[config.mk]
export PLATFORM = sky130hd
export DESIGN_NAME = jpeg_huffman_coefficient_decoder_core
export DESIGN_NICKNAME = d
export VERILOG_FILES = /design/src/jhcd_pkg.sv /design/src/jpeg_huffman_coefficient_decoder_core.sv
export SDC_FILE = /design/constraint.sdc
export NUM_CORES = 1
export LEC_CHECK = 0
export BUFFER_PORTS_ARGS = -buffer_cell sky130_fd_sc_hd__buf_2
export CORE_UTILIZATION = 45
export CTS_CLUSTER_DIAMETER = 40
export CTS_CLUSTER_SIZE = 10
export DETAILED_ROUTE_END_ITERATION = 12
export PLACE_DENSITY = 0.65
export SYNTH_ARGS = -nofsm -noshare
export SYNTH_HDL_FRONTEND = slang
export SYNTH_SLANG_ARGS = --single-unit
[constraint.sdc]
create_clock -name i_clk -period 6.7 [get_ports i_clk]
set_input_delay 1.34 -clock i_clk [delete_from_list [all_inputs] [get_ports i_clk]]
set_output_delay 1.34 -clock i_clk [all_outputs]
set_load 0.005 [all_outputs]
[src/jhcd_pkg.sv]
`timescale 1ns / 1ps
`default_nettype none
// ---------------------------------------------------------------------------
// jhcd_pkg: shared constants and huffman tables
// fixed baseline luminance dc/ac code tables and field widths
// ---------------------------------------------------------------------------
package jhcd_pkg;

    localparam int DEF_MAX_BLOCKS = 16;
    localparam int BUF_W          = 40;
    localparam int AC_NSYM        = 162;

    // status codes
    localparam logic [1:0] ST_OK      = 2'd0;
    localparam logic [1:0] ST_BAD_DC  = 2'd1;
    localparam logic [1:0] ST_RUN_OVF = 2'd2;
    localparam logic [1:0] ST_NO_DATA = 2'd3;

    typedef logic [7:0] t_byte;

    // number of dc codes of each length
    function automatic t_byte dc_cnt(input logic [4:0] len);
        t_byte c;
        case (len)
            5'd2:    c = 8'd1;
            5'd3:    c = 8'd5;
            5'd4, 5'd5, 5'd6, 5'd7, 5'd8, 5'd9: c = 8'd1;
            default: c = 8'd0;
        endcase
        return c;
    endfunction

    // number of ac codes of each length
    function automatic t_byte ac_cnt(input logic [4:0] len);
        t_byte c;
        case (len)
            5'd2:    c = 8'd2;
            5'd3:    c = 8'd1;
            5'd4:    c = 8'd3;
            5'd5:    c = 8'd3;
            5'd6:    c = 8'd2;
            5'd7:    c = 8'd4;
            5'd8:    c = 8'd3;
            5'd9:    c = 8'd5;
            5'd10:   c = 8'd5;
            5'd11:   c = 8'd4;
            5'd12:   c = 8'd4;
            5'd15:   c = 8'd1;
            5'd16:   c = 8'd125;
            default: c = 8'd0;
        endcase
        return c;
    endfunction

    // ac symbols in code order, high nibble run, low nibble category
    localparam t_byte AC_SYM [AC_NSYM] = '{
        8'h01, 8'h02, 8'h03, 8'h00, 8'h04, 8'h11, 8'h05, 8'h12, 8'h21, 8'h31, 8'h41,
        8'h06, 8'h13, 8'h51, 8'h61, 8'h07, 8'h22, 8'h71, 8'h14, 8'h32, 8'h81, 8'h91,
        8'ha1, 8'h08, 8'h23, 8'h42, 8'hb1, 8'hc1, 8'h15, 8'h52, 8'hd1, 8'hf0, 8'h24,
        8'h33, 8'h62, 8'h72, 8'h82,
        8'h09, 8'h0a, 8'h16, 8'h17, 8'h18, 8'h19, 8'h1a,
        8'h25, 8'h26, 8'h27, 8'h28, 8'h29, 8'h2a,
        8'h34, 8'h35, 8'h36, 8'h37, 8'h38, 8'h39, 8'h3a,
        8'h43, 8'h44, 8'h45, 8'h46, 8'h47, 8'h48, 8'h49, 8'h4a,
        8'h53, 8'h54, 8'h55, 8'h56, 8'h57, 8'h58, 8'h59, 8'h5a,
        8'h63, 8'h64, 8'h65, 8'h66, 8'h67, 8'h68, 8'h69, 8'h6a,
        8'h73, 8'h74, 8'h75, 8'h76, 8'h77, 8'h78, 8'h79, 8'h7a,
        8'h83, 8'h84, 8'h85, 8'h86, 8'h87, 8'h88, 8'h89, 8'h8a,
        8'h92, 8'h93, 8'h94, 8'h95, 8'h96, 8'h97, 8'h98, 8'h99, 8'h9a,
        8'ha2, 8'ha3, 8'ha4, 8'ha5, 8'ha6, 8'ha7, 8'ha8, 8'ha9, 8'haa,
        8'hb2, 8'hb3, 8'hb4, 8'hb5, 8'hb6, 8'hb7, 8'hb8, 8'hb9, 8'hba,
        8'hc2, 8'hc3, 8'hc4, 8'hc5, 8'hc6, 8'hc7, 8'hc8, 8'hc9, 8'hca,
        8'hd2, 8'hd3, 8'hd4, 8'hd5, 8'hd6, 8'hd7, 8'hd8, 8'hd9, 8'hda,
        8'he1, 8'he2, 8'he3, 8'he4, 8'he5, 8'he6, 8'he7, 8'he8, 8'he9, 8'hea,
        8'hf1, 8'hf2, 8'hf3, 8'hf4, 8'hf5, 8'hf6, 8'hf7, 8'hf8, 8'hf9, 8'hfa
    };

endpackage

`default_nettype wire

[src/jpeg_huffman_coefficient_decoder_core.sv]
`timescale 1ns / 1ps
`default_nettype none
// ---------------------------------------------------------------------------
// jpeg huffman coefficient decoder core
// decodes baseline luminance dc/ac huffman symbols into coefficient beats
// ---------------------------------------------------------------------------
// usage:
//   s_axis carries one compressed byte per beat (msb first); tuser is the
//   packet start flag, tlast marks the final byte of the packet.
//   m_axis carries one beat per decoded symbol; tlast is block end, tuser
//   holds packet done and status. implied zeros are not sent.
//   i_cfg_we/i_cfg_wdata set the number of blocks per packet (reset 14).
// timing:
//   s_axis_tready is high only while the sequencer is idle. after a byte is
//   accepted, each symbol decoded from it (at most four) passes through
//   the init, walk, symbol, magnitude, apply and emit states: the code is
//   walked bit-serially through the shared compare unit, then the
//   magnitude bits are read; the walk also covers the bits of a code that
//   is not yet complete. an end of block skips magnitude and apply.
// reset and stall:
//   synchronous active-low reset clears sequencer state, counters and output valid.
//   a stalled m_axis holds its beat; the sequencer waits on the next
//   result until the output register frees up, nothing is dropped.
// ---------------------------------------------------------------------------
module jpeg_huffman_coefficient_decoder_core
    import jhcd_pkg::*;
#(
    parameter int MAX_BLOCKS = DEF_MAX_BLOCKS
) (
    input  wire         i_clk,
    input  wire         i_rst_n,
    // slave side
    input  wire         s_axis_tvalid,
    output logic        s_axis_tready,
    input  wire  [7:0]  s_axis_tdata,   // [7:0] data_byte
    input  wire         s_axis_tuser,   // [0] packet_start
    input  wire         s_axis_tlast,   // last_byte
    // master side
    output logic        m_axis_tvalid,
    input  wire         m_axis_tready,
    output logic [31:0] m_axis_tdata,   // [3:0] block_number, [9:4] coef_position,
                                        // [25:10] coef_value, [31:26] zero
    output logic [2:0]  m_axis_tuser,   // [0] packet_done, [2:1] status
    output logic        m_axis_tlast,   // block_end
    // configuration
    input  wire         i_cfg_we,
    input  wire  [4:0]  i_cfg_wdata
);

    localparam int CAP = (MAX_BLOCKS < 16) ? MAX_BLOCKS : 16;
    localparam logic [4:0] CAP_V = 5'(CAP);

    // sequencer states
    localparam logic [3:0] S_IDLE  = 4'd0;
    localparam logic [3:0] S_INIT  = 4'd1;
    localparam logic [3:0] S_WALK  = 4'd2;
    localparam logic [3:0] S_NOHIT = 4'd3;
    localparam logic [3:0] S_SYM   = 4'd4;
    localparam logic [3:0] S_MAG   = 4'd5;
    localparam logic [3:0] S_APPLY = 4'd6;
    localparam logic [3:0] S_FIN   = 4'd7;
    localparam logic [3:0] S_EMIT  = 4'd8;

    logic [3:0]  r_state, r_ret;
    logic [BUF_W-1:0] r_buf;
    logic [5:0]  r_held;
    logic [15:0] r_pred;
    logic [4:0]  r_blk;
    logic [5:0]  r_coef;
    logic        r_halt;
    logic [4:0]  r_cfg;
    logic        r_last;
    logic [2:0]  r_iter;
    logic        r_dc;
    logic [4:0]  r_cur;     // bits read so far in this symbol
    logic [15:0] r_w;
    logic [16:0] r_first;
    logic [7:0]  r_base;
    logic [4:0]  r_len;
    logic [7:0]  r_idx;
    logic [3:0]  r_run;
    logic [3:0]  r_cat;
    logic [15:0] r_x;
    // pending result
    logic [3:0]  r_e_blk;
    logic [5:0]  r_e_pos;
    logic [15:0] r_e_val;
    logic        r_e_end, r_e_pd;
    logic [1:0]  r_e_st;
    // output register
    logic        r_ovalid;
    logic [31:0] r_odata;
    logic [2:0]  r_ouser;
    logic        r_olast;

    // clamped block limit
    logic [4:0] n_limit;
    always_comb begin
        n_limit = r_cfg;
        if (n_limit > CAP_V) n_limit = CAP_V;
        if (n_limit == 5'd0) n_limit = 5'd1;
    end

    // shared bit read and code compare unit
    logic [5:0]  rd_idx;
    logic        rd_bit;
    logic [15:0] n_w;
    logic [16:0] n_diff;
    logic [7:0]  n_cnt;
    logic        n_hit;
    logic [4:0]  n_l;
    logic [4:0]  maxlen;
    always_comb begin
        rd_idx = r_held - 6'd1 - {1'b0, r_cur};
        rd_bit = r_buf[rd_idx];
        n_w    = {r_w[14:0], rd_bit};
        n_diff = {1'b0, n_w} - r_first;
        n_l    = r_cur + 5'd1;
        n_cnt  = r_dc ? dc_cnt(n_l) : ac_cnt(n_l);
        n_hit  = !n_diff[16] && (n_diff[15:0] < {8'd0, n_cnt});
        maxlen = r_dc ? 5'd9 : 5'd16;
    end

    // symbol fields and bit need
    logic [7:0] n_sym;
    logic [3:0] n_run, n_cat;
    logic [5:0] n_need;
    logic [6:0] n_runpos;
    always_comb begin
        n_sym    = (r_idx < 8'(AC_NSYM)) ? AC_SYM[r_idx] : AC_SYM[0];
        n_run    = r_dc ? 4'd0 : n_sym[7:4];
        n_cat    = r_dc ? r_idx[3:0] : n_sym[3:0];
        n_need   = {1'b0, r_len} + {2'b0, r_cat};
        n_runpos = {1'b0, r_coef} + {3'b0, r_run};
    end

    // magnitude recovery
    logic [15:0] n_mask, n_mag;
    logic [3:0]  cat_m1;
    always_comb begin
        n_mask = (16'd1 << r_cat) - 16'd1;
        cat_m1 = r_cat - 4'd1;
        if (r_cat == 4'd0)      n_mag = 16'd0;
        else if (r_x[cat_m1])   n_mag = r_x;
        else                    n_mag = r_x - n_mask;
    end

    logic [4:0] n_nblk;
    logic       n_pd;
    assign n_nblk = r_blk + 5'd1;
    assign n_pd   = (n_nblk >= n_limit);

    logic out_free;
    assign out_free = !r_ovalid || m_axis_tready;

    assign s_axis_tready = (r_state == S_IDLE);
    assign m_axis_tvalid = r_ovalid;
    assign m_axis_tdata  = r_odata;
    assign m_axis_tuser  = r_ouser;
    assign m_axis_tlast  = r_olast;

    always_ff @(posedge i_clk) begin
        if (!i_rst_n) begin
            r_state  <= S_IDLE;
            r_ret    <= S_IDLE;
            r_held   <= '0;
            r_pred   <= '0;
            r_blk    <= '0;
            r_coef   <= '0;
            r_halt   <= 1'b0;
            r_cfg    <= 5'd14;
            r_ovalid <= 1'b0;
            r_iter   <= '0;
        end else begin
            if (i_cfg_we) r_cfg <= i_cfg_wdata;
            // the emit state reloads the output register itself
            if (r_ovalid && m_axis_tready && r_state != S_EMIT) r_ovalid <= 1'b0;

            case (r_state)
                S_IDLE: begin
                    if (s_axis_tvalid) begin
                        if (s_axis_tuser) begin
                            r_pred <= '0;
                            r_blk  <= '0;
                            r_coef <= '0;
                            r_halt <= 1'b0;
                        end
                        if (!r_halt || s_axis_tuser) begin
                            // fresh packet restarts the bit buffer
                            r_buf  <= {r_buf[BUF_W-9:0], s_axis_tdata};
                            r_held <= (s_axis_tuser ? 6'd0 : r_held) + 6'd8;
                            r_last <= s_axis_tlast;
                            r_iter <= '0;
                            r_state <= S_INIT;
                        end
                    end
                end
                S_INIT: begin
                    if (r_iter == 3'd4) begin
                        r_state <= S_FIN;
                    end else begin
                        r_dc    <= (r_coef == 6'd0);
                        r_cur   <= '0;
                        r_w     <= '0;
                        r_first <= '0;
                        r_base  <= '0;
                        r_state <= S_WALK;
                    end
                end
                S_WALK: begin
                    // one code bit per cycle
                    if ({1'b0, r_cur} >= r_held) begin
                        r_state <= S_FIN;
                    end else if (n_hit) begin
                        r_len   <= n_l;
                        r_idx   <= r_base + n_diff[7:0];
                        r_cur   <= n_l;
                        r_state <= S_SYM;
                    end else begin
                        r_w     <= n_w;
                        r_base  <= r_base + n_cnt;
                        r_first <= ({r_first[15:0], 1'b0} + {8'd0, n_cnt, 1'b0});
                        r_cur   <= n_l;
                        if (n_l == maxlen) r_state <= S_NOHIT;
                    end
                end
                S_NOHIT: begin
                    if (r_dc) begin
                        r_e_blk <= r_blk[3:0];
                        r_e_pos <= r_coef;
                        r_e_val <= '0;
                        r_e_end <= 1'b0;
                        r_e_pd  <= 1'b0;
                        r_e_st  <= ST_BAD_DC;
                        r_halt  <= 1'b1;
                        r_held  <= '0;
                        r_ret   <= S_FIN;
                        r_state <= S_EMIT;
                    end else if (r_held < 6'd17) begin
                        r_state <= S_FIN;
                    end else begin
                        // sixteen ones taken as end of block
                        r_len   <= 5'd17;
                        r_idx   <= 8'd3;
                        r_state <= S_SYM;
                    end
                end
                S_SYM: begin
                    r_run <= n_run;
                    r_cat <= n_cat;
                    r_x   <= '0;
                    if (!r_dc && n_run == 4'd0 && n_cat == 4'd0) begin
                        // end of block
                        r_e_blk <= r_blk[3:0];
                        r_e_pos <= '0;
                        r_e_val <= '0;
                        r_e_end <= 1'b1;
                        r_e_pd  <= n_pd;
                        r_e_st  <= ST_OK;
                        r_blk   <= n_nblk;
                        r_coef  <= '0;
                        if (n_pd) begin
                            r_halt <= 1'b1;
                            r_held <= '0;
                            r_ret  <= S_FIN;
                        end else begin
                            r_held <= r_held - {1'b0, r_len};
                            r_ret  <= S_INIT;
                        end
                        r_iter  <= r_iter + 3'd1;
                        r_state <= S_EMIT;
                    end else if (!r_dc && ({1'b0, r_coef} + {3'b0, n_run}) >= 7'd64) begin
                        r_e_blk <= r_blk[3:0];
                        r_e_pos <= r_coef;
                        r_e_val <= '0;
                        r_e_end <= 1'b0;
                        r_e_pd  <= 1'b0;
                        r_e_st  <= ST_RUN_OVF;
                        r_halt  <= 1'b1;
                        r_held  <= '0;
                        r_ret   <= S_FIN;
                        r_state <= S_EMIT;
                    end else if (({1'b0, r_len} + {2'b0, n_cat}) > r_held) begin
                        r_state <= S_FIN;
                    end else begin
                        r_state <= S_MAG;
                    end
                end
                S_MAG: begin
                    // one magnitude bit per cycle
                    if ({1'b0, r_cur} == n_need) begin
                        r_state <= S_APPLY;
                    end else begin
                        r_x   <= {r_x[14:0], rd_bit};
                        r_cur <= r_cur + 5'd1;
                    end
                end
                S_APPLY: begin
                    r_e_blk <= r_blk[3:0];
                    r_e_st  <= ST_OK;
                    r_iter  <= r_iter + 3'd1;
                    if (r_dc) begin
                        r_held  <= r_held - n_need;
                        r_e_pd  <= 1'b0;
                        r_e_end <= 1'b0;
                        r_ret   <= S_INIT;
                        r_pred  <= r_pred + n_mag;
                        r_e_pos <= '0;
                        r_e_val <= r_pred + n_mag;
                        r_coef  <= 6'd1;
                    end else begin
                        r_e_pos <= n_runpos[5:0];
                        r_e_val <= n_mag;
                        if (n_runpos[5:0] == 6'd63) begin
                            r_e_end <= 1'b1;
                            r_e_pd  <= n_pd;
                            r_blk   <= n_nblk;
                            r_coef  <= '0;
                            if (n_pd) begin
                                r_halt <= 1'b1;
                                r_held <= '0;
                                r_ret  <= S_FIN;
                            end else begin
                                r_held <= r_held - n_need;
                                r_ret  <= S_INIT;
                            end
                        end else begin
                            r_e_end <= 1'b0;
                            r_e_pd  <= 1'b0;
                            r_held  <= r_held - n_need;
                            r_ret   <= S_INIT;
                            r_coef  <= n_runpos[5:0] + 6'd1;
                        end
                    end
                    r_state <= S_EMIT;
                end
                S_FIN: begin
                    if (!r_halt && r_last) begin
                        r_e_blk <= r_blk[3:0];
                        r_e_pos <= r_coef;
                        r_e_val <= '0;
                        r_e_end <= 1'b0;
                        r_e_pd  <= 1'b0;
                        r_e_st  <= ST_NO_DATA;
                        r_halt  <= 1'b1;
                        r_held  <= '0;
                        r_ret   <= S_IDLE;
                        r_state <= S_EMIT;
                    end else begin
                        r_state <= S_IDLE;
                    end
                end
                S_EMIT: begin
                    if (out_free) begin
                        r_ovalid <= 1'b1;
                        r_odata  <= {6'd0, r_e_val, r_e_pos, r_e_blk};
                        r_ouser  <= {r_e_st, r_e_pd};
                        r_olast  <= r_e_end;
                        r_state  <= r_ret;
                    end
                end
                default: r_state <= S_IDLE;
            endcase
        end
    end

endmodule

`default_nettype wire
-- Word-level counts from Yosys, hierarchy flattened
Memories as Yosys holds them, arrays and structs flattened.
Cells that the tools add are included.
- flip-flop bits (word level): 235
- output and inout port bits: 38
- latch bits: 0
- bits of input ports: 20
- memories: 3
- memory bits (read-only): 2304
- bits in writable memories: 0
- logic and storage cells: 291
- $lt $le $gt $ge: 11
- bitwise gates (word level): 2
- shift-type cells: 1
- multipliers: 0
- div/mod/pow operators: 0
- reductions and logical operators: 44
- mux-type cells: 145
- add/sub/neg operators: 21
- equality and inequality tests: 33
- memories (memory ; depth ; bits a word ; rd ports ; clocked after memory_dff ; write ports ; RTL line ; source):
    (no name shown) ; 256 ; 8 ; 1 ; 0 ; 0 ; jpeg_huffman_coefficient_decoder_core.sv:130 ; n_sym = (r_idx < 8'(AC_NSYM)) ? AC_SYM[r_idx] : AC_SYM[0];
    (no name shown) ; 32 ; 7 ; 1 ; 0 ; 0 ; jhcd_pkg.sv:36 ; case (len)
    (no name shown) ; 16 ; 2 ; 1 ; 0 ; 0 ; jhcd_pkg.sv:24 ; case (len)
- operators by type and width (kind ; number):
    $mux W16 ; 11
    $mux W6 ; 21
    $mux W8 ; 12
    $mux W4 ; 23
    $mux W5 ; 15
    $pmux W16 S2 ; 2
    $pmux W16 S4 ; 1
    $mux W17 ; 3
    $mux W15 ; 3
    $pmux W4 S9 ; 1
    $pmux W17 S2 ; 1
    $ne A2 B2 Y1 const B ; 16
    $pmux W4 S4 ; 2
    $pmux W8 S2 ; 2
    $pmux W15 S2 ; 1
    $pmux W5 S3 ; 2
    $pmux W6 S5 ; 1
    $pmux W6 S4 ; 1
    $mux W1 ; 23
    $reduce_and A4 Y1 ; 5
    $reduce_and A5 Y1 ; 4
    $pmux W6 S3 ; 1
    $reduce_and A6 Y1 ; 3
    $add A17 B9 Y17 ; 1
    other kinds (63) ; 102

-- Depth between registers and ports, before layout
Gate-level depths: netlist of run 1.
- depth in word-level cells: 12
- depth in mapped cells: 29

-- Least setup slack after synthesis of run 1
OpenSTA, ideal clock, no wires.
- kind: flip-flop to flip-flop
- start: register r_cat[0]
- end: register r_e_val[14] (data pin)
- cell stages (with the launch flop): 21
- data arrival time: 5076 ps
- setup time: 264 ps
- period minus slack after synthesis: 5339 ps
- path slack: 1361 ps
- path buffers: 2
- cell sequence: edfxtp_1 clkbuf_1 inv_1 ha_1 mux4_2 mux4_2 buf_1 mux2i_1 nor2_1 ha_1 fa_1 a21o_1 a21oi_1 o21bai_1 a211oi_1 o311ai_0 a21o_1 a21o_1 a31oi_1 xor2_1 o2bb2ai_1
- cells in the longest elaborated chain, start to end: 8
- ends and longest elaborated chain (what ; RTL line ; source):
    start, declared ; jpeg_huffman_coefficient_decoder_core.sv:82 ; logic [3:0] r_cat;
    start signal, assigned ; jpeg_huffman_coefficient_decoder_core.sv:250 ; r_cat <= n_cat;
    $shl A1 B4 Y16 / $sub A4 B1 Y4 (equally long branches) ; jpeg_huffman_coefficient_decoder_core.sv:141, jpeg_huffman_coefficient_decoder_core.sv:142 ;
    $sub A16 B1 Y16 / $bmux W1 S4 (equally long branches) ; jpeg_huffman_coefficient_decoder_core.sv:141, jpeg_huffman_coefficient_decoder_core.sv:144 ;
    $sub A16 B16 Y16 / $mux W1 (equally long branches) ; jpeg_huffman_coefficient_decoder_core.sv:145, jpeg_huffman_coefficient_decoder_core.sv:144 ;
    $mux W16 ; jpeg_huffman_coefficient_decoder_core.sv:144 ; else if (r_x[cat_m1]) n_mag = r_x;
    $mux W16 (*) ; jpeg_huffman_coefficient_decoder_core.sv:143 ; if (r_cat == 4'd0) n_mag = 16'd0;
    $add A16 B16 Y16 ; jpeg_huffman_coefficient_decoder_core.sv:309 ; r_e_val <= r_pred + n_mag;
    $mux W16 (*) ; jpeg_huffman_coefficient_decoder_core.sv:302 ; if (r_dc) begin
    $pmux W16 S4 (*) ; jpeg_huffman_coefficient_decoder_core.sv:179 ; case (r_state)
    end signal, assigned ; jpeg_huffman_coefficient_decoder_core.sv:309 ;
    end signal, assigned ; jpeg_huffman_coefficient_decoder_core.sv:313 ; r_e_val <= n_mag;
    end, declared ; jpeg_huffman_coefficient_decoder_core.sv:87 ; logic [15:0] r_e_val;
Mark *: on every way between the ends. The rest lies on a longest branch, timed or not. The select of a mux whose other input is x is not followed.
A chain may end at the register's enable or synchronous reset.

-- Worst setup path in the final report of run 1
Ends and elaborated chain as after synthesis.

==> results.md, run 1 <==
### Status
• outcome: completed

### Detailed routing
• count of TritonRoute iterations in the first routing pass: 5
• routed wire length per instance: 17.4 microns
• Antenna Nets Post-Route: 0
• DRC Markers: 0
• Iter 0 DRT Violations: 885
• total number of vias: 12.4k
• sum of routed wire length over all layers: 37400 microns
• via-per-instance ratio: 5.75

### Logic synthesis
• post-synth design cell area: 16200 sq um
• Warnings, synthesis: 0
• count of flip-flops with a built-in enable after synthesis: 183
• post-synthesis instance total: 1618
• area fraction in and, or, nand and nor cells after synthesis: 15.2%
• Compound-Gate Fraction of Synth Area: 16.0%
• average instance area after synthesis: 10.0 sq um
• number of library cell types mapped by synthesis: 83
• most common flop cell mapped by yosys: sky130_fd_sc_hd__edfxtp_1
• synthesized flop and latch total: 232
• post-synthesis sequential area ratio: 40.0%
• Synth Area in Adders: 14.1%
• share of the synthesized netlist area taken by xor and xnor gates: 5.41%
• share of flip-flops with an asynchronous set or reset: 0%
• largest family of logic cells by synthesized area: compound AO/OA/AOI/OAI gates
• mux share of post-synthesis cell area: 5.02%

### Finish
• Area Overhead vs Synth: 12.7%
• antenna cell count: 0
• area of combinational cells with multiple inputs: 9070 sq um
• share of cells above drive strength 1: 10.5%
• share of the core filled with cells in the final layout: 51.4%
• Nets: 1856
• combined flip-flop and latch cell area: 6480 sq um
• filler cell count in the final layout: 3124

### CTS
• clock slew at reported path FFs: 50 ps
• Post-CTS Hold Buffers: 0
• clock tree from TritonCTS: done
• total CTS buffers: 42
• Setup Fix Bufs, Post-CTS: 0
• post_cts resized: 0
• insertion delay to the later sink of the worst-skew pair: 540 ps
• Root Buffer: sky130_fd_sc_hd__clkbuf_16
• H-tree depth: 2
• count of clock tree sinks: 232
• clock tree buffer depth: 3

### Global route
• number of antenna violations at the first check in global routing: 0
• global-route wire length before repair: 61300 microns
• total gr overflow: 0
• vias in the first global route: 12.0k
• maximum number of pins on one net before global-route repair: 50
• All-Layer GR Usage: 20.7%

### STA
• final setup skew: 15.1 ps
• final setup violating endpoints: 0
• crit share post-route: 85.0%
• Max Transition Viols Final: 0
• post-layout minimum cycle time: 5700 ps
• Fin. Hold Viols: 0
• unrepaired setup endpoints after global routing: no
• highest attainable clock frequency: 0.176 GHz
• setup tns final: 0 ps
• Rel. slew slack: 26.3%
• worst-margin pin slew: 1100 ps

### Power and ir drop
• total power density per cell area: 312 nW/um^2
• combinational fraction of design power: 29.7%
• fraction of power consumed by the clock network: 36.9%
• NetSw: 1.83 mW
• Max IR drop VDD: 386 uV
• power share of the sequential group: 33.4%
• Internal Pwr Total: 3.86 mW
• leakage: 7.50 nW
• switching power share of the total: 32.2%

### Worst setup path
• cells along the critical path: inv_1 > ha_1 > mux4_2 > mux4_2 > mux2i_1 > nor2_1 > ha_1 > fa_1 > a21o_1 > a21oi_1 > o21bai_1 > a211oi_1 > o311ai_0 > a21o_1 > a21o_1 > a31oi_1 > xor2_1 > o2bb2ai_1
• buffering stage count on the worst path with inverters included: 1
• data arrival time of the critical path: 5980 ps
• cell type with the highest occurrence count on the critical path: sky130_fd_sc_hd__a21o_1
• highest fanout seen on the critical path: 26
• type of origin of the critical path: flop
• Worst Path Required: 6980 ps
• category of the worst setup path capture point: flop
• cell family with the largest share of critical-path delay: compound AO/OA/AOI/OAI gates
• crit-path max cell delay: 760 ps
• startpoint-to-endpoint class of the critical path: flop to flop
• slowest cell on the critical path: sky130_fd_sc_hd__mux4_2

### Die
• effective utilization at floorplan: 45.6%
• number of cell rows: 69
• # IOs: 58
• Die Area: 36700 sq um
• area of the core: 35500 sq um
• vertical die dimension: 192 microns
• Horiz. Die Dim: 192 microns

### Worst hold path
• path category of the worst min-delay check: flop to flop

### Placement
• number of buffer cells added on primary ports: 51
• HPWL Detailed: 26700 microns
• routability congestion estimate from global placement: 0.922

### Job
• number of maximum-capacitance constraint violations: 0

## per-stage QoR
stage                     std cells  worst slack [ps]  hold WS (ps)  power (mW)  area [sq um]
after global placement         2078              1150           400        3.56         16800
after floorplan                1623              1360           400        3.19         16200
final                          2154              1000           411        5.70         18200
after CTS                      2154               987           410        5.73         18200
after detailed placement       2078              1000           405        3.60         16800
after global routing           2154               423           423        6.01         18200
## flip-flops by register name (all words and copies together), names as in the netlist, 6 cells and up
name	count
r_first	16
m_axis_tdata	26
r_w	15
r_e_val	16
r_e_pos	6
r_buf	40
r_pred	16
r_x	16
r_held	6
r_base	8
r_coef	6
r_idx	8
## layout make-up
cell class,count,share of cell area [%]
Clock inverter,23,1.54
Tap cell,461,3.16
Inverter,92,1.89
Sequential cell,232,35.5
Multi-Input combinational cell,1225,49.7
Clock buffer,53,6.10
Timing Repair Buffer,68,2.10
## placed cells by master (no fill, tap or decap), types with 11 or more instances in the layout
cell type	Yosys	routed
sky130_fd_sc_hd__edfxtp_1	183	183
sky130_fd_sc_hd__ha_1	162	162
sky130_fd_sc_hd__nand2_1	128	128
sky130_fd_sc_hd__nor2_1	125	123
sky130_fd_sc_hd__a21oi_1	104	104
sky130_fd_sc_hd__inv_1	89	89
sky130_fd_sc_hd__xnor2_1	66	66
sky130_fd_sc_hd__o21ai_0	59	59
sky130_fd_sc_hd__buf_2	16	51
sky130_fd_sc_hd__dfxtp_1	49	49
sky130_fd_sc_hd__a21o_1	48	48
sky130_fd_sc_hd__clkbuf_16	0	43
sky130_fd_sc_hd__nor3_1	40	40
sky130_fd_sc_hd__nand2b_1	38	38
sky130_fd_sc_hd__nand3_1	36	36
sky130_fd_sc_hd__xor2_1	34	34
sky130_fd_sc_hd__mux2i_1	34	34
sky130_fd_sc_hd__and2_1	31	31
sky130_fd_sc_hd__nor2b_1	28	28
sky130_fd_sc_hd__and3_1	27	27
sky130_fd_sc_hd__a31oi_1	21	21
sky130_fd_sc_hd__mux4_2	19	19
sky130_fd_sc_hd__o31ai_1	18	18
sky130_fd_sc_hd__buf_4	8	17
sky130_fd_sc_hd__o211ai_1	13	13
sky130_fd_sc_hd__fa_1	13	13
sky130_fd_sc_hd__o21bai_1	12	12
sky130_fd_sc_hd__a211oi_1	11	11
## power by group through the flow
stage	clock [mW]	combinational (mW)	sequential [mW]
floorplan	0	1.30	1.88
global placement	0	1.64	1.92
detailed placement	0	1.67	1.93
CTS	2.14	1.69	1.90
global route	2.20	1.88	1.92
finish	2.10	1.69	1.90
## path summary, 6_finish.rpt
check / cells past startpoint / slack (ps) / startpoint / endpoint
hold / removal: 0 / 410 / r_e_blk[1] / m_axis_tdata[1]
hold reg to reg: 0 / 410 / r_e_blk[1] / m_axis_tdata[1]
setup / recovery: 18 / 1000 / r_cat[0] / r_e_val[14]
setup reg to reg: 18 / 1000 / r_cat[0] / r_e_val[14]
## routing by layer
metal / vias to the layer above / part of all wire (%) / track usage (%)
met1: 5887 / 46 / 27.6
met2: 398 / 46 / 33.2
met3: 79 / 5.7 / 3.84
met4: 0 / 2.7 / 7.63
met5: - / 0 / 0
li1: 6021 / - / -
## synth_stat cells (6+ instances only)
library cell | count | area share [%]
sky130_fd_sc_hd__nor3_1 | 40 | 1.2
sky130_fd_sc_hd__o21a_1 | 10 | 0.46
sky130_fd_sc_hd__nor2b_1 | 28 | 1.1
sky130_fd_sc_hd__xor2_1 | 34 | 1.8
sky130_fd_sc_hd__nand4_1 | 8 | 0.31
sky130_fd_sc_hd__edfxtp_1 | 183 | 34
sky130_fd_sc_hd__dfxtp_1 | 49 | 6.1
sky130_fd_sc_hd__nand2_1 | 128 | 3.0
sky130_fd_sc_hd__o21bai_1 | 12 | 0.56
sky130_fd_sc_hd__and2_1 | 31 | 1.2
sky130_fd_sc_hd__inv_1 | 89 | 2.1
sky130_fd_sc_hd__a22o_1 | 10 | 0.54
sky130_fd_sc_hd__ha_1 | 162 | 13
sky130_fd_sc_hd__mux4_2 | 19 | 2.6
sky130_fd_sc_hd__o311ai_0 | 8 | 0.43
sky130_fd_sc_hd__nand3_1 | 36 | 1.1
sky130_fd_sc_hd__or3_1 | 10 | 0.39
sky130_fd_sc_hd__mux2i_1 | 34 | 2.1
sky130_fd_sc_hd__clkbuf_1 | 44 | 1.0
sky130_fd_sc_hd__o221ai_1 | 6 | 0.32
sky130_fd_sc_hd__or2_2 | 6 | 0.23
sky130_fd_sc_hd__a211oi_1 | 11 | 0.51
sky130_fd_sc_hd__o211ai_1 | 13 | 0.60
sky130_fd_sc_hd__buf_2 | 16 | 0.49
sky130_fd_sc_hd__fa_1 | 13 | 1.6
sky130_fd_sc_hd__a21oi_1 | 104 | 3.2
sky130_fd_sc_hd__nand2b_1 | 38 | 1.5
sky130_fd_sc_hd__o31ai_1 | 18 | 0.83
sky130_fd_sc_hd__o21ai_0 | 59 | 1.8
sky130_fd_sc_hd__a21o_1 | 48 | 2.2
sky130_fd_sc_hd__nor2_1 | 125 | 2.9
sky130_fd_sc_hd__buf_4 | 8 | 0.37
sky130_fd_sc_hd__a31oi_1 | 21 | 0.81
sky130_fd_sc_hd__xnor2_1 | 66 | 3.6
sky130_fd_sc_hd__and3_1 | 27 | 1.0
## logic make-up (layout without fill, tap and decap cells)
group | count (synthesis) | after routing
AO/OA/AOI/OAI | 385 | 385
XOR/XNOR | 100 | 100
multiplexers | 57 | 57
adder cells (fa/ha/maj) | 175 | 175
buffers and inverters | 166 | 236
AND/OR/NAND/NOR | 502 | 502
other | 1 | 6
flip-flops | 232 | 232
No activity file was read; power rests on OpenSTA's default activity.
==> run 2, diff against run 1 <==
- CORE_UTILIZATION: 45 -> 64
- PLACE_DENSITY: 0.65 -> 0.86
==> run 2 against run 1 <==
Clock power is 17% lower. Total power is 6.2% lower. Register-to-register slack worse by 80 ps. Sequential cell count stayed put. Sequential power hardly changed. Global-route usage is 9.3 points higher. Sequential share of layout area is 0.88 points higher. Combinational power hardly changed. Clock-buffer cell count is 10 lower. Via count is 3.8% higher. Cell count is 7.1% lower. Critical path type unchanged.
==> results.md, run 2 (synthesis gave the netlist of run 1 again) <==
### Finish
• share of cells above drive strength 1: 9.78%, -0.73 points
• share of the core filled with cells in the final layout: 72.6%, +21 points
• Area Overhead vs Synth: 9.96%
• Nets: 1849, -0.38%
• most used cells in the layout excluding fill and tap cells: sky130_fd_sc_hd__edfxtp_1, sky130_fd_sc_hd__ha_1, sky130_fd_sc_hd__nand2_1
• final instance count without filler cells: 2001, -7.1%
• most common cell after layout, fill and taps aside: sky130_fd_sc_hd__edfxtp_1
• Final Instance Area: 17800 sq um, -2.4%
• Largest Register: r_buf
• filler cell count in the final layout: 1748, -44%
• flip-flop count of the largest register, all copies and words added: 40, unchanged
• antenna cell count: 0, unchanged

### Global route
• total gr overflow: 0, unchanged
• global-route wire length before repair: 63000 microns, +2.8%
• maximum number of pins on one net before global-route repair: 49, -2.0%
• All-Layer GR Usage: 30.0%, +9.3 points
• number of antenna violations at the first check in global routing: 0, unchanged
• vias in the first global route: 12.7k, +5.7%

### Worst setup path
• highest fanout seen on the critical path: 25, -3.8%
• startpoint-to-endpoint class of the critical path: flop to flop
• type of origin of the critical path: flop
• category of the worst setup path capture point: flop
• data arrival time of the critical path: 6190 ps, +210 ps
• Worst Path Required: 7120 ps, +140 ps

### Power and ir drop
• Internal Pwr Total: 3.55 mW, -8.2%
• combinational fraction of design power: 31.8%, +2.1 points
• Max IR drop VDD: 297 uV, -23%
• final total power: 5.34 mW, -6.2%
• fraction of power consumed by the clock network: 32.5%, -4.4 points
• switching power share of the total: 33.6%, +1.4 points
• total power density per cell area: 300 nW/um^2, -3.9%
• NetSw: 1.80 mW, -2.0%
• leakage: 7.36 nW, -1.8%
• power share of the sequential group: 35.7%, +2.3 points

### Placement
• cell area reported after detailed placement: 16700 sq um, -1.1%
• routability congestion estimate from global placement: 0.958, +4.0%
• number of buffer cells added on primary ports: 51, unchanged
• HPWL Detailed: 27400 microns, +2.5%
• number of placed instances with taps included: 1940, -6.6%
• setup slack after placement: 1050 ps, +44.0 ps

### Detailed routing
• via-per-instance ratio: 6.43, +12%
• total number of vias: 12.9k, +3.8%
• DRC Markers: 0, unchanged
• sum of routed wire length over all layers: 38600 microns, +3.1%
• Iter 0 DRT Violations: 1330, +50%
• routed wire length per instance: 19.3 microns, +11%
• Antenna Nets Post-Route: 0, unchanged
• count of TritonRoute iterations in the first routing pass: 6, +1

### Die
• Horiz. Die Dim: 161 microns, -16%
• effective utilization at floorplan: 66.0%, +20 points
• area of the core: 24500 sq um, -31%
• # IOs: 58, unchanged
• vertical die dimension: 161 microns, -16%
• number of cell rows: 57, -17%
• Die Area: 25900 sq um, -29%

### CTS
• total CTS buffers: 36, -14%
• Setup Fix Bufs, Post-CTS: 0, unchanged
• insertion delay to the later sink of the worst-skew pair: 530 ps, about the same
• clock tree from TritonCTS: done
• Root Buffer: sky130_fd_sc_hd__clkbuf_16
• post_cts resized: 0, unchanged
• count of clock tree sinks: 232, unchanged
• Post-CTS Hold Buffers: 0, unchanged
• H-tree depth: 2, unchanged
• clock tree buffer depth: 3, unchanged
• clock slew at reported path FFs: 50 ps, about the same

### STA
• setup tns final: 0 ps, unchanged
• post-layout minimum cycle time: 5770 ps, +75.6 ps
• Rel. slew slack: 21.5%, -4.7 points
• Fin. Hold Viols: 0, unchanged
• setup slack of the critical path after layout: 927 ps, -75.6 ps
• final setup skew: 22.2 ps, +7.06 ps
• worst-margin pin slew: 1170 ps, +69.5 ps
• worst-case hold slack: 413 ps, +2.44 ps
• unrepaired setup endpoints after global routing: no
• crit share post-route: 86.2%, +1.1 points
• Max Transition Viols Final: 0, unchanged
• highest attainable clock frequency: 0.173 GHz, -1.3%
• final setup violating endpoints: 0, unchanged

### Job
• number of maximum-capacitance constraint violations: 0, unchanged

### Status
• outcome: completed

### Worst hold path
• path category of the worst min-delay check: flop to flop

run 2: cell count changes in the layout (fill, tap and decap cells not counted), sizes merged:
cell | before | now
buf | 68 | 67
bufinv | 5 | 1
clkbuf | 53 | 43
clkinv | 12 | 15
clkinvlp | 3 | 2
inv | 95 | 92
run 2: power groups by stage:
| stage | Clock, mW | Sequential (mW) | Combinational [mW] |
|---|---|---|---|
| after floorplan | 0 | 1.88 | 1.30 |
| after global placement | 0 | 1.92 | 1.60 |
| after detailed placement | 0 | 1.93 | 1.65 |
| after CTS | 1.75 | 1.91 | 1.68 |
| after global routing | 1.82 | 1.93 | 1.88 |
| final | 1.74 | 1.91 | 1.70 |
run 2: final cells by class:
cell class | count | area (sq um) | share of cell area (%)
multi-input cells | 1225 | 9060 | 50.9
well taps | 324 | 405 | 2.28
clock inverters | 18 | 184 | 1.03
repair buffers | 67 | 375 | 2.11
clock buffers | 43 | 948 | 5.33
flip-flops and latches | 232 | 6480 | 36.4
inverters | 92 | 345 | 1.94
run 2: path summary, 6_finish.rpt:
path / start / endpoint / slack (ps) / cells after the start
worst max register to register: r_cat[0] / r_pred[15] / 930 / 27
worst max-delay path: r_cat[0] / r_pred[15] / 930 / 27
worst min-delay path: r_e_val[0] / m_axis_tdata[10] / 410 / 0
worst min register to register: r_e_val[0] / m_axis_tdata[10] / 410 / 0
run 2: metal layers:
layer / routed length, microns / global-route usage (%) / vias to the layer above
li1: - / - / 5992
met4: 1390 / 12.5 / 0
met5: 0 / 0 / -
met2: 19100 / 52.2 / 589
met1: 15400 / 37.3 / 6168
met3: 2670 / 4.19 / 112
run 2: worst max-delay path, stage by stage (launching register included):
cell and delay (ps):
sky130_fd_sc_hd__edfxtp_1 560, sky130_fd_sc_hd__inv_1 190, sky130_fd_sc_hd__ha_1 220, sky130_fd_sc_hd__and2_1 140
sky130_fd_sc_hd__buf_4 290, sky130_fd_sc_hd__inv_1 140, sky130_fd_sc_hd__ha_1 210, sky130_fd_sc_hd__ha_1 190
sky130_fd_sc_hd__inv_1 80, sky130_fd_sc_hd__fa_1 180, sky130_fd_sc_hd__nor2b_1 80, sky130_fd_sc_hd__o31a_1 290
sky130_fd_sc_hd__o21a_1 200, sky130_fd_sc_hd__o21a_1 190, sky130_fd_sc_hd__o21ai_0 150, sky130_fd_sc_hd__nand2b_1 90
sky130_fd_sc_hd__xor2_1 140, sky130_fd_sc_hd__mux2i_1 190, sky130_fd_sc_hd__nor2_1 70, sky130_fd_sc_hd__ha_1 330
sky130_fd_sc_hd__or2_2 290, sky130_fd_sc_hd__a21oi_1 140, sky130_fd_sc_hd__a31oi_1 80, sky130_fd_sc_hd__a31oi_1 270
sky130_fd_sc_hd__o21ai_0 240, sky130_fd_sc_hd__xnor2_1 210, sky130_fd_sc_hd__or3_1 370, sky130_fd_sc_hd__a31oi_1 180
